==> src/rtl/cfdt_pkg.sv <==
// Shared types and constants for the charge-full debounce tracker.
package cfdt_pkg;

  // Published level limits
  localparam logic [6:0] LEVEL_CAP          = 7'd100;
  localparam logic [6:0] LEVEL_CHARGING_CAP = 7'd99;

  // Configuration register indexes
  localparam int unsigned CFG_IDX_W = 2;
  localparam int unsigned CFG_DATA_W = 32;
  localparam logic [CFG_IDX_W-1:0] REG_FULL_MIN_VOLTAGE = 2'd0;
  localparam logic [CFG_IDX_W-1:0] REG_FULL_MIN_LEVEL   = 2'd1;
  localparam logic [CFG_IDX_W-1:0] REG_FULL_DEBOUNCE    = 2'd2;

  // Configuration reset values
  localparam logic [15:0] RST_FULL_MIN_VOLTAGE = 16'd4100;
  localparam logic [6:0]  RST_FULL_MIN_LEVEL   = 7'd95;
  localparam logic [31:0] RST_FULL_DEBOUNCE    = 32'd30000;

  typedef enum logic [1:0] {
    CS_DISCHARGING = 2'd0,
    CS_CHARGING    = 2'd1,
    CS_FULL        = 2'd2
  } charge_state_e;

  typedef struct packed {
    logic [15:0] full_min_voltage_mv;
    logic [6:0]  full_min_level;
    logic [31:0] full_debounce_ms;
  } cfg_t;

  typedef struct packed {
    logic [7:0]  level_in;
    logic        power_present;
    logic        raw_full_flag;
    logic        raw_charging_flag;
    logic        voltage_valid;
    logic [15:0] voltage_mv;
    logic [31:0] time_ms;
  } sample_t;

  typedef struct packed {
    charge_state_e charge_state;
    logic [6:0]    level_out;
    logic          power_out;
    logic          latched_out;
    logic [31:0]   candidate_age_ms;
  } result_t;

endpackage

==> src/rtl/cfdt_if.sv <==
// Valid/ready channel interfaces for status samples and tracker results.
interface cfdt_in_if;
  logic        valid;
  logic        ready;
  logic [7:0]  level_in;
  logic        power_present;
  logic        raw_full_flag;
  logic        raw_charging_flag;
  logic        voltage_valid;
  logic [15:0] voltage_mv;
  logic [31:0] time_ms;

  modport source (
    output valid, level_in, power_present, raw_full_flag, raw_charging_flag,
           voltage_valid, voltage_mv, time_ms,
    input  ready
  );
  modport sink (
    input  valid, level_in, power_present, raw_full_flag, raw_charging_flag,
           voltage_valid, voltage_mv, time_ms,
    output ready
  );
endinterface

interface cfdt_out_if;
  logic        valid;
  logic        ready;
  logic [1:0]  charge_state;
  logic [6:0]  level_out;
  logic        power_out;
  logic        latched_out;
  logic [31:0] candidate_age_ms;

  modport source (
    output valid, charge_state, level_out, power_out, latched_out, candidate_age_ms,
    input  ready
  );
  modport sink (
    input  valid, charge_state, level_out, power_out, latched_out, candidate_age_ms,
    output ready
  );
endinterface

==> src/rtl/charge_full_debounce_tracker_unit.sv <==
// Top level of the charge-full debounce tracker.
// Each status sample yields one result item. A sample is captured in an input
// register, then evaluated combinationally by the debounce logic against the
// full latch and run start, and the result lands in an output register; the
// result is valid once the sample has passed the input and output registers,
// and one sample is accepted every cycle as long as the output is taken, the rate set
// by the single compare-and-subtract state update per item. Configuration
// writes go to the threshold and debounce registers and take effect for
// following samples.
module charge_full_debounce_tracker_unit
  import cfdt_pkg::*;
(
  input  logic                  clk_i,
  input  logic                  rst_ni,
  input  logic                  cfg_we_i,
  input  logic [CFG_IDX_W-1:0]  cfg_idx_i,
  input  logic [CFG_DATA_W-1:0] cfg_data_i,
  cfdt_in_if.sink               in_i,
  cfdt_out_if.source            out_o
);

  cfg_t    cfg;
  sample_t s1_q, s1_d;
  logic    s1_valid_q, s1_adv;
  result_t res, out_q;
  logic    out_valid_q;

  cfdt_cfg u_cfg (
    .clk_i      (clk_i),
    .rst_ni     (rst_ni),
    .cfg_we_i   (cfg_we_i),
    .cfg_idx_i  (cfg_idx_i),
    .cfg_data_i (cfg_data_i),
    .cfg_o      (cfg)
  );

  // Handshake: the input stage moves on whenever the output register is free
  assign s1_adv     = s1_valid_q && (!out_valid_q || out_o.ready);
  assign in_i.ready = !s1_valid_q || s1_adv;

  always_comb begin
    s1_d.level_in          = in_i.level_in;
    s1_d.power_present     = in_i.power_present;
    s1_d.raw_full_flag     = in_i.raw_full_flag;
    s1_d.raw_charging_flag = in_i.raw_charging_flag;
    s1_d.voltage_valid     = in_i.voltage_valid;
    s1_d.voltage_mv        = in_i.voltage_mv;
    s1_d.time_ms           = in_i.time_ms;
  end

  // Input register
  always_ff @(posedge clk_i or negedge rst_ni) begin
    if (!rst_ni) begin
      s1_valid_q <= 1'b0;
    end else if (in_i.ready) begin
      s1_valid_q <= in_i.valid;
    end
  end

  always_ff @(posedge clk_i) begin
    if (in_i.valid && in_i.ready) s1_q <= s1_d;
  end

  cfdt_step u_step (
    .clk_i    (clk_i),
    .rst_ni   (rst_ni),
    .adv_i    (s1_adv),
    .sample_i (s1_q),
    .cfg_i    (cfg),
    .result_o (res)
  );

  // Output register
  always_ff @(posedge clk_i or negedge rst_ni) begin
    if (!rst_ni) begin
      out_valid_q <= 1'b0;
    end else if (!out_valid_q || out_o.ready) begin
      out_valid_q <= s1_valid_q;
    end
  end

  always_ff @(posedge clk_i) begin
    if (s1_adv) out_q <= res;
  end

  assign out_o.valid            = out_valid_q;
  assign out_o.charge_state     = out_q.charge_state;
  assign out_o.level_out        = out_q.level_out;
  assign out_o.power_out        = out_q.power_out;
  assign out_o.latched_out      = out_q.latched_out;
  assign out_o.candidate_age_ms = out_q.candidate_age_ms;

endmodule

==> src/rtl/cfdt_cfg.sv <==
// Configuration register file: thresholds and debounce time.
module cfdt_cfg
  import cfdt_pkg::*;
(
  input  logic                 clk_i,
  input  logic                 rst_ni,
  input  logic                 cfg_we_i,
  input  logic [CFG_IDX_W-1:0] cfg_idx_i,
  input  logic [CFG_DATA_W-1:0] cfg_data_i,
  output cfg_t                 cfg_o
);

  cfg_t cfg_q, cfg_d;

  // Register decode; unknown indexes are dropped
  always_comb begin
    cfg_d = cfg_q;
    if (cfg_we_i) begin
      unique case (cfg_idx_i)
        REG_FULL_MIN_VOLTAGE: cfg_d.full_min_voltage_mv = cfg_data_i[15:0];
        REG_FULL_MIN_LEVEL:   cfg_d.full_min_level      = cfg_data_i[6:0];
        REG_FULL_DEBOUNCE:    cfg_d.full_debounce_ms    = cfg_data_i[31:0];
        default: ;
      endcase
    end
  end

  always_ff @(posedge clk_i or negedge rst_ni) begin
    if (!rst_ni) begin
      cfg_q.full_min_voltage_mv <= RST_FULL_MIN_VOLTAGE;
      cfg_q.full_min_level      <= RST_FULL_MIN_LEVEL;
      cfg_q.full_debounce_ms    <= RST_FULL_DEBOUNCE;
    end else begin
      cfg_q <= cfg_d;
    end
  end

  assign cfg_o = cfg_q;

endmodule

==> src/rtl/cfdt_step.sv <==
// Debounce state (full latch, run start) and per-item result logic.
module cfdt_step
  import cfdt_pkg::*;
(
  input  logic    clk_i,
  input  logic    rst_ni,
  input  logic    adv_i,
  input  sample_t sample_i,
  input  cfg_t    cfg_i,
  output result_t result_o
);

  logic        latch_q, latch_d;
  logic [31:0] start_q, start_d;
  logic        pwr, allows, cand;
  logic [31:0] diff;
  logic [6:0]  pub;

  // Candidate test against thresholds
  assign pwr    = sample_i.power_present | sample_i.raw_full_flag;
  assign allows = !sample_i.voltage_valid
                | (sample_i.voltage_mv >= cfg_i.full_min_voltage_mv)
                | (sample_i.level_in >= {1'b0, cfg_i.full_min_level});
  assign cand   = sample_i.raw_full_flag & !sample_i.raw_charging_flag & allows;
  assign diff   = sample_i.time_ms - start_q;
  assign pub    = (sample_i.level_in > {1'b0, LEVEL_CAP}) ? LEVEL_CAP
                                                          : sample_i.level_in[6:0];

  // Next latch and run start; a start of zero means no run
  always_comb begin
    latch_d = latch_q;
    start_d = start_q;
    if (!pwr) begin
      latch_d = 1'b0;
      start_d = '0;
    end else if (!latch_q) begin
      if (!cand) begin
        start_d = '0;
      end else if (start_q == '0) begin
        start_d = sample_i.time_ms;
      end else if (diff >= cfg_i.full_debounce_ms) begin
        latch_d = 1'b1;
      end
    end
  end

  // Result fields
  always_comb begin
    result_o.power_out        = pwr;
    result_o.latched_out      = latch_d;
    // a freshly started run has age zero
    result_o.candidate_age_ms = (start_d != '0 && start_d == start_q) ? diff : '0;
    result_o.level_out        = pub;
    if (latch_d) begin
      result_o.charge_state = CS_FULL;
      result_o.level_out    = LEVEL_CAP;
    end else if (pwr && sample_i.raw_charging_flag) begin
      result_o.charge_state = CS_CHARGING;
      if (pub >= LEVEL_CAP) result_o.level_out = LEVEL_CHARGING_CAP;
    end else begin
      result_o.charge_state = CS_DISCHARGING;
    end
  end

  always_ff @(posedge clk_i or negedge rst_ni) begin
    if (!rst_ni) begin
      latch_q <= 1'b0;
      start_q <= '0;
    end else if (adv_i) begin
      latch_q <= latch_d;
      start_q <= start_d;
    end
  end

  // A latch always belongs to a run that has a start time
  a_latch_has_run: assert property (@(posedge clk_i) disable iff (!rst_ni)
    latch_q |-> start_q != '0)
    else $error("full latch set without a run start");

  // Losing power clears all tracking state
  a_no_power_clears: assert property (@(posedge clk_i) disable iff (!rst_ni)
    adv_i && !pwr |=> !latch_q && start_q == '0)
    else $error("state not cleared on power loss");

  // While latched with power, the run start stays frozen
  a_latched_frozen: assert property (@(posedge clk_i) disable iff (!rst_ni)
    adv_i && latch_q && pwr |=> latch_q && $stable(start_q))
    else $error("latched run start moved");

  // The state holds while no item advances
  a_hold_idle: assert property (@(posedge clk_i) disable iff (!rst_ni)
    !adv_i |=> $stable(latch_q) && $stable(start_q))
    else $error("state changed without an item");

endmodule
==> src/flat_wrapper.sv <==
// flat-port wrapper written by rule: the top's interface ports become plain ports
module charge_full_debounce_tracker_unit_flat import cfdt_pkg::*;
  (clk_i, rst_ni, cfg_we_i, cfg_idx_i, cfg_data_i, in_i_valid, in_i_level_in, in_i_power_present, in_i_raw_full_flag, in_i_raw_charging_flag, in_i_voltage_valid, in_i_voltage_mv, in_i_time_ms, in_i_ready, out_o_valid, out_o_charge_state, out_o_level_out, out_o_power_out, out_o_latched_out, out_o_candidate_age_ms, out_o_ready);
  cfdt_in_if in_i_i ();
  cfdt_out_if out_o_i ();
  input  logic clk_i;
  input  logic rst_ni;
  input  logic cfg_we_i;
  input  logic [CFG_IDX_W-1:0] cfg_idx_i;
  input  logic [CFG_DATA_W-1:0] cfg_data_i;
  input wire logic [$bits(in_i_i.valid)-1:0] in_i_valid;
  input wire logic [$bits(in_i_i.level_in)-1:0] in_i_level_in;
  input wire logic [$bits(in_i_i.power_present)-1:0] in_i_power_present;
  input wire logic [$bits(in_i_i.raw_full_flag)-1:0] in_i_raw_full_flag;
  input wire logic [$bits(in_i_i.raw_charging_flag)-1:0] in_i_raw_charging_flag;
  input wire logic [$bits(in_i_i.voltage_valid)-1:0] in_i_voltage_valid;
  input wire logic [$bits(in_i_i.voltage_mv)-1:0] in_i_voltage_mv;
  input wire logic [$bits(in_i_i.time_ms)-1:0] in_i_time_ms;
  output wire logic [$bits(in_i_i.ready)-1:0] in_i_ready;
  output wire logic [$bits(out_o_i.valid)-1:0] out_o_valid;
  output wire logic [$bits(out_o_i.charge_state)-1:0] out_o_charge_state;
  output wire logic [$bits(out_o_i.level_out)-1:0] out_o_level_out;
  output wire logic [$bits(out_o_i.power_out)-1:0] out_o_power_out;
  output wire logic [$bits(out_o_i.latched_out)-1:0] out_o_latched_out;
  output wire logic [$bits(out_o_i.candidate_age_ms)-1:0] out_o_candidate_age_ms;
  input wire logic [$bits(out_o_i.ready)-1:0] out_o_ready;
  assign in_i_i.valid = in_i_valid;
  assign in_i_i.level_in = in_i_level_in;
  assign in_i_i.power_present = in_i_power_present;
  assign in_i_i.raw_full_flag = in_i_raw_full_flag;
  assign in_i_i.raw_charging_flag = in_i_raw_charging_flag;
  assign in_i_i.voltage_valid = in_i_voltage_valid;
  assign in_i_i.voltage_mv = in_i_voltage_mv;
  assign in_i_i.time_ms = in_i_time_ms;
  assign in_i_ready = in_i_i.ready;
  assign out_o_valid = out_o_i.valid;
  assign out_o_charge_state = out_o_i.charge_state;
  assign out_o_level_out = out_o_i.level_out;
  assign out_o_power_out = out_o_i.power_out;
  assign out_o_latched_out = out_o_i.latched_out;
  assign out_o_candidate_age_ms = out_o_i.candidate_age_ms;
  assign out_o_i.ready = out_o_ready;
  charge_full_debounce_tracker_unit u_core (.clk_i(clk_i), .rst_ni(rst_ni), .cfg_we_i(cfg_we_i), .cfg_idx_i(cfg_idx_i), .cfg_data_i(cfg_data_i), .in_i(in_i_i), .out_o(out_o_i));
endmodule
==> config.mk <==
export PLATFORM = sky130hd
export DESIGN_NAME = charge_full_debounce_tracker_unit_flat
export DESIGN_NICKNAME = d
export VERILOG_FILES = /design/src/rtl/cfdt_pkg.sv /design/src/rtl/cfdt_if.sv /design/src/rtl/charge_full_debounce_tracker_unit.sv /design/src/rtl/cfdt_cfg.sv /design/src/rtl/cfdt_step.sv /design/src/flat_wrapper.sv
export SDC_FILE = /design/constraint.sdc
export NUM_CORES = 1
export LEC_CHECK = 0
export BUFFER_PORTS_ARGS = -buffer_cell sky130_fd_sc_hd__buf_2
export CORE_ASPECT_RATIO = 1.2
export CORE_MARGIN = 1.5
export CORE_UTILIZATION = 47
export DETAILED_ROUTE_END_ITERATION = 16
export GPL_TIMING_DRIVEN = 0
export MAX_ROUTING_LAYER = met4
export PLACE_DENSITY_LB_ADDON = 0.12
export RECOVER_POWER = 50
export SYNTH_ARGS = -nofsm -noshare
export SYNTH_HDL_FRONTEND = slang
export SYNTH_HIERARCHICAL = 1
export SYNTH_SLANG_ARGS = --single-unit
==> constraint.sdc <==
create_clock -name clk_i -period 8.9 [get_ports clk_i]
set_input_delay 1.335 -clock clk_i [delete_from_list [all_inputs] [get_ports clk_i]]
set_output_delay 1.335 -clock clk_i [all_outputs]
set_load 0.05 [all_outputs]
==> out/results.tsv <==
stage	metric	value	unit
run_status	status	finished with violations	
run_status	failing checks	capacitance limit, slew limit	
critical_path	critical-path maximum fanout	6	
critical_path	Slowest cell on crit path	a2111oi_0	
critical_path	CP Capture Type	flop	
synthesis	top cell type's share of synthesized area	29.7	%
route	DR iter-0 viols	479	
timing	skew final	0.0163	ns
synthesis	async set or reset register ratio after synthesis	46.6	%
critical_path	worst path required time	9.10	ns
synthesis	Yosys reg bits	193	
clock_tree	Clock transition at path regs	0.08	ns
pwr	Power Dens Cells	363	nW/µm²
place	dpl hpwl	20.2	mm
clock_tree	CTS buffer count	17	
critical_path	crit-path cells	ha_1 > and4_1 > a21o_1 > a2111oi_0 > a21o_1 > o21bai_1 > a21oi_1 > o21bai_1 > xnor2_1 > inv_1 > ha_1 > nand3_1 > nor3_1 > o2111ai_1 > o21ai_0 > a41oi_1 > o21ai_0 > nand2_1 > and3_1	
critical_path	beginning of the critical path	u_core/s1_q[9]	
timing	Max Clock Freq	162	MHz
global_routing	vias in the first global route	7423	
timing	final period utilization	69.3	%
cells_and_area	Layout Cells excl Fill	1360	
place	IO buf count	143	
floorplan	area of the core	21700	µm²
cells_and_area	fraction of layout cells with a size suffix above 1	24.1	%
clock_tree	CTS Buffer Depth	2	
global_routing	first-pass GRT wire length	40.8	mm
floorplan	# rows	59	
critical_path	Setup crit end	u_core/out_o.level_out[3]	
synthesis	top post-synthesis cells by count	120 x inv_1, 103 x edfxtp_1, 86 x ha_1	
clock_tree	root cell of the clock tree	clkbuf_16	
synthesis	Synth Instances	909	
global_routing	gr usage total	23.9	%
cells_and_area	synthesis-to-layout area growth	15.8	%
clock_tree	Post-CTS Hold Buffers	0	
synthesis	Distinct cells, synth	71	
floorplan	die height	166	µm
synthesis	cell taking the most area after synthesis	edfxtp_1	
cells_and_area	Antenna Cells	0	
synthesis	Post-synth EDFFs	103	
critical_path	r2r startpoint	u_core/s1_q[9]	
synthesis	Most used DFF post-synth	edfxtp_1	
floorplan	I/O pin total	144	
timing	Fin. Hold Viols	0	
clock_tree	H-tree depth	4	
flow_run	maxcap violations	2	
synthesis	most common cell in the netlist	inv_1	
clock_tree	CTS sink cnt	193	
route	Vias/cell	5.56	
floorplan	die width	139	µm
cells_and_area	Filler cells	1940	
pwr	P_leak	0.00537	µW
synthesis	syn nets	1095	
global_routing	largest net degree at the start of global routing	61	
pwr	peak supply drop	207	µV
timing	Slew @ Worst Pin	2.76	ns
route	Via Count	7558	
critical_path	Crit Path Class	flop to flop	
cells_and_area	FF/Latch Area	5360	µm²
critical_path	R2R Setup Slk	2.73	ns
synthesis	Syn Area/Cell	11.5	µm²
clock_tree	Setup Buffers After CTS	0	
clock_tree	later-pin clock latency in the skew report	0.44	ns
floorplan	Initial Utilization	48.0	%
critical_path	worst reg-to-reg path cell count	19	
route	final wirelength	26.4	mm
timing	Slew HR	-84.0	%
place	DP Cell Count	1328	
route	residual DRC count	0	
worst_hold_path	HP Class	flop to flop	
timing	RSZ-0062 raised after global routing	false	
synthesis	largest cells by area after synthesis	edfxtp_1 30%, dfrtp_1 18%, ha_1 10%	
synthesis	Ys Warns	6	
timing	Setup TNS	0	ns
global_routing	initial antenna violation count	0	
timing	Tmin final	6.17	ns
synthesis	post-synth design cell area	10400	µm²
place	Routability Congestion	0.896	
route	DR pass1 iterations	5	
cells_and_area	final net count	1259	
timing	Final Slew Violations	93	
cells_and_area	area occupied by multi-input gates	4440	µm²
route	WL/cell	19.4	µm
floorplan	die area	23100	µm²
clock_tree	CTS tree	built	
critical_path	worst reg2reg path endpoint	u_core/out_o.level_out[3]	
synthesis	sequential area share after synthesis	51.5	%
critical_path	crit start category	flop	
worst_hold_path	hold_sp	u_core/u_cfg/cfg_o[2]	
global_routing	grt ovf	0	
timing	# setup viols final	0	
route	Detail Route Antenna Nets	0	
critical_path	WP data arrival	6.37	ns
clock_tree	Post-CTS Resized	0	
critical_path	CP max stage delay	0.72	ns
where the power goes:
| part | internal, µW | total [µW] | leakage [µW] | switching [µW] |
|---|---|---|---|---|
| clock | 407 | 795 | 0.000298 | 388 |
| combinational | 827 | 2240 | 0.00297 | 1420 |
| sequential | 1210 | 1340 | 0.00211 | 130 |
| total | 2440 | 4380 | 0.00537 | 1930 |
metrics by stage:
| stage | cell area, µm² | hold WS (ns) | utilization [%] | worst slack (ns) | power, µW |
|---|---|---|---|---|---|
| floorplan | 10400 | 0.477 | - | 4.55 | 2990 |
| global placement | 11500 | 0.489 | 52.9 | 2.92 | 3550 |
| detailed placement | 11500 | 0.494 | 53.1 | 2.85 | 3580 |
| CTS | 12200 | 0.511 | 56.0 | 2.82 | 4390 |
| global route | 12100 | 0.526 | 55.6 | 2.44 | 4670 |
| finish | 12100 | 0.508 | 55.6 | 2.73 | 4380 |
cells by family (layout without fill, tap and decap cells):
logic type	after synthesis	count (layout)	share of synthesized area [%]
buffers and inverters	140	317	5.61
AOI/OAI and AO/OA	197	197	13.2
adders and majority gates	87	87	10.5
DFF	193	193	51.5
muxes	58	58	6.23
xor gates and xnor gates	27	27	2.27
and+or+nand+nor	207	207	10.7
how the worst min path moves through the flow:
stage | endpoint | slack (ns) | depth (start not counted)
final | u_core/u_cfg/cfg_o[2] | 0.51 | 1
after global routing | u_core/u_cfg/cfg_o[49] | 0.53 | 1
after CTS | u_core/u_cfg/cfg_o[3] | 0.51 | 1
after detailed placement | u_core/u_cfg/cfg_o[3] | 0.49 | 1
after global placement | u_core/u_cfg/cfg_o[31] | 0.49 | 1
after floorplan | u_core/u_step/start_q[29] | 0.48 | 2
routing by layer:
| metal | GRT usage (%) | share of wire, % | vias to the layer above |
|---|---|---|---|
| li1 | - | - | 3618 |
| met1 | 30.1 | 43 | 3677 |
| met2 | 39.7 | 50 | 228 |
| met3 | 3.23 | 4.5 | 35 |
| met4 | 8.02 | 2.1 | 0 |
| met5 | - | 0 | - |
area by class of cell:
class	count	area share [%]
clock buffer	17	3.53
buffer	20	0.861
inverter	120	3.73
sequential	193	44.5
multi-input combinational	576	36.8
clock inverter	15	1.63
timing repair buffer	145	6.10
tap	274	2.84
cells in the final DEF (no fill, tap or decap), drive strengths merged, types with 5 or more instances in the layout:
master,Yosys,routed
buf,13,149
inv,120,125
edfxtp,103,103
ha,86,86
dfrtp,75,75
nor2,66,66
mux2,55,55
a21oi,46,46
nand2,37,37
clkbuf,7,33
o21ai,31,31
a22o,27,27
a21o,24,24
nor3,18,18
xnor2,16,16
dfstp,15,15
nor4,15,15
nor2b,13,13
xor2,11,11
a211oi,10,10
nand4,10,10
nand2b,9,9
nand3,9,9
o21a,8,8
clkinv,0,8
o21bai,6,6
nor3b,6,6
and2,6,6
a31oi,5,5
a221oi,5,5
sequential cells by signal (all words and copies together) (netlist names):
name,cells
u_core/out_o.level_out,7
u_core/s1_valid_q,1
u_core/out_o.charge_state,2
u_core/out_o.latched_out,1
u_core/out_o.candidate_age_ms,32
u_core/u_cfg/cfg_o,55
u_core/s1_q,60
u_core/out_o.valid,1
u_core/out_o.power_out,1
u_core/u_step/start_q,32
u_core/u_step/latch_q,1
critical path, delay by kind of cell (launching register included):
kind	cells	cell delay (ns)
AO/OA/AOI/OAI	10	3.06
XOR/XNOR	1	0.23
flip-flops	1	0.53
buffers and inverters	1	0.08
adder cells (fa/ha/maj)	2	0.70
AND/OR/NAND/NOR	5	1.34
Note: power is estimated with default switching activity, not from simulation.
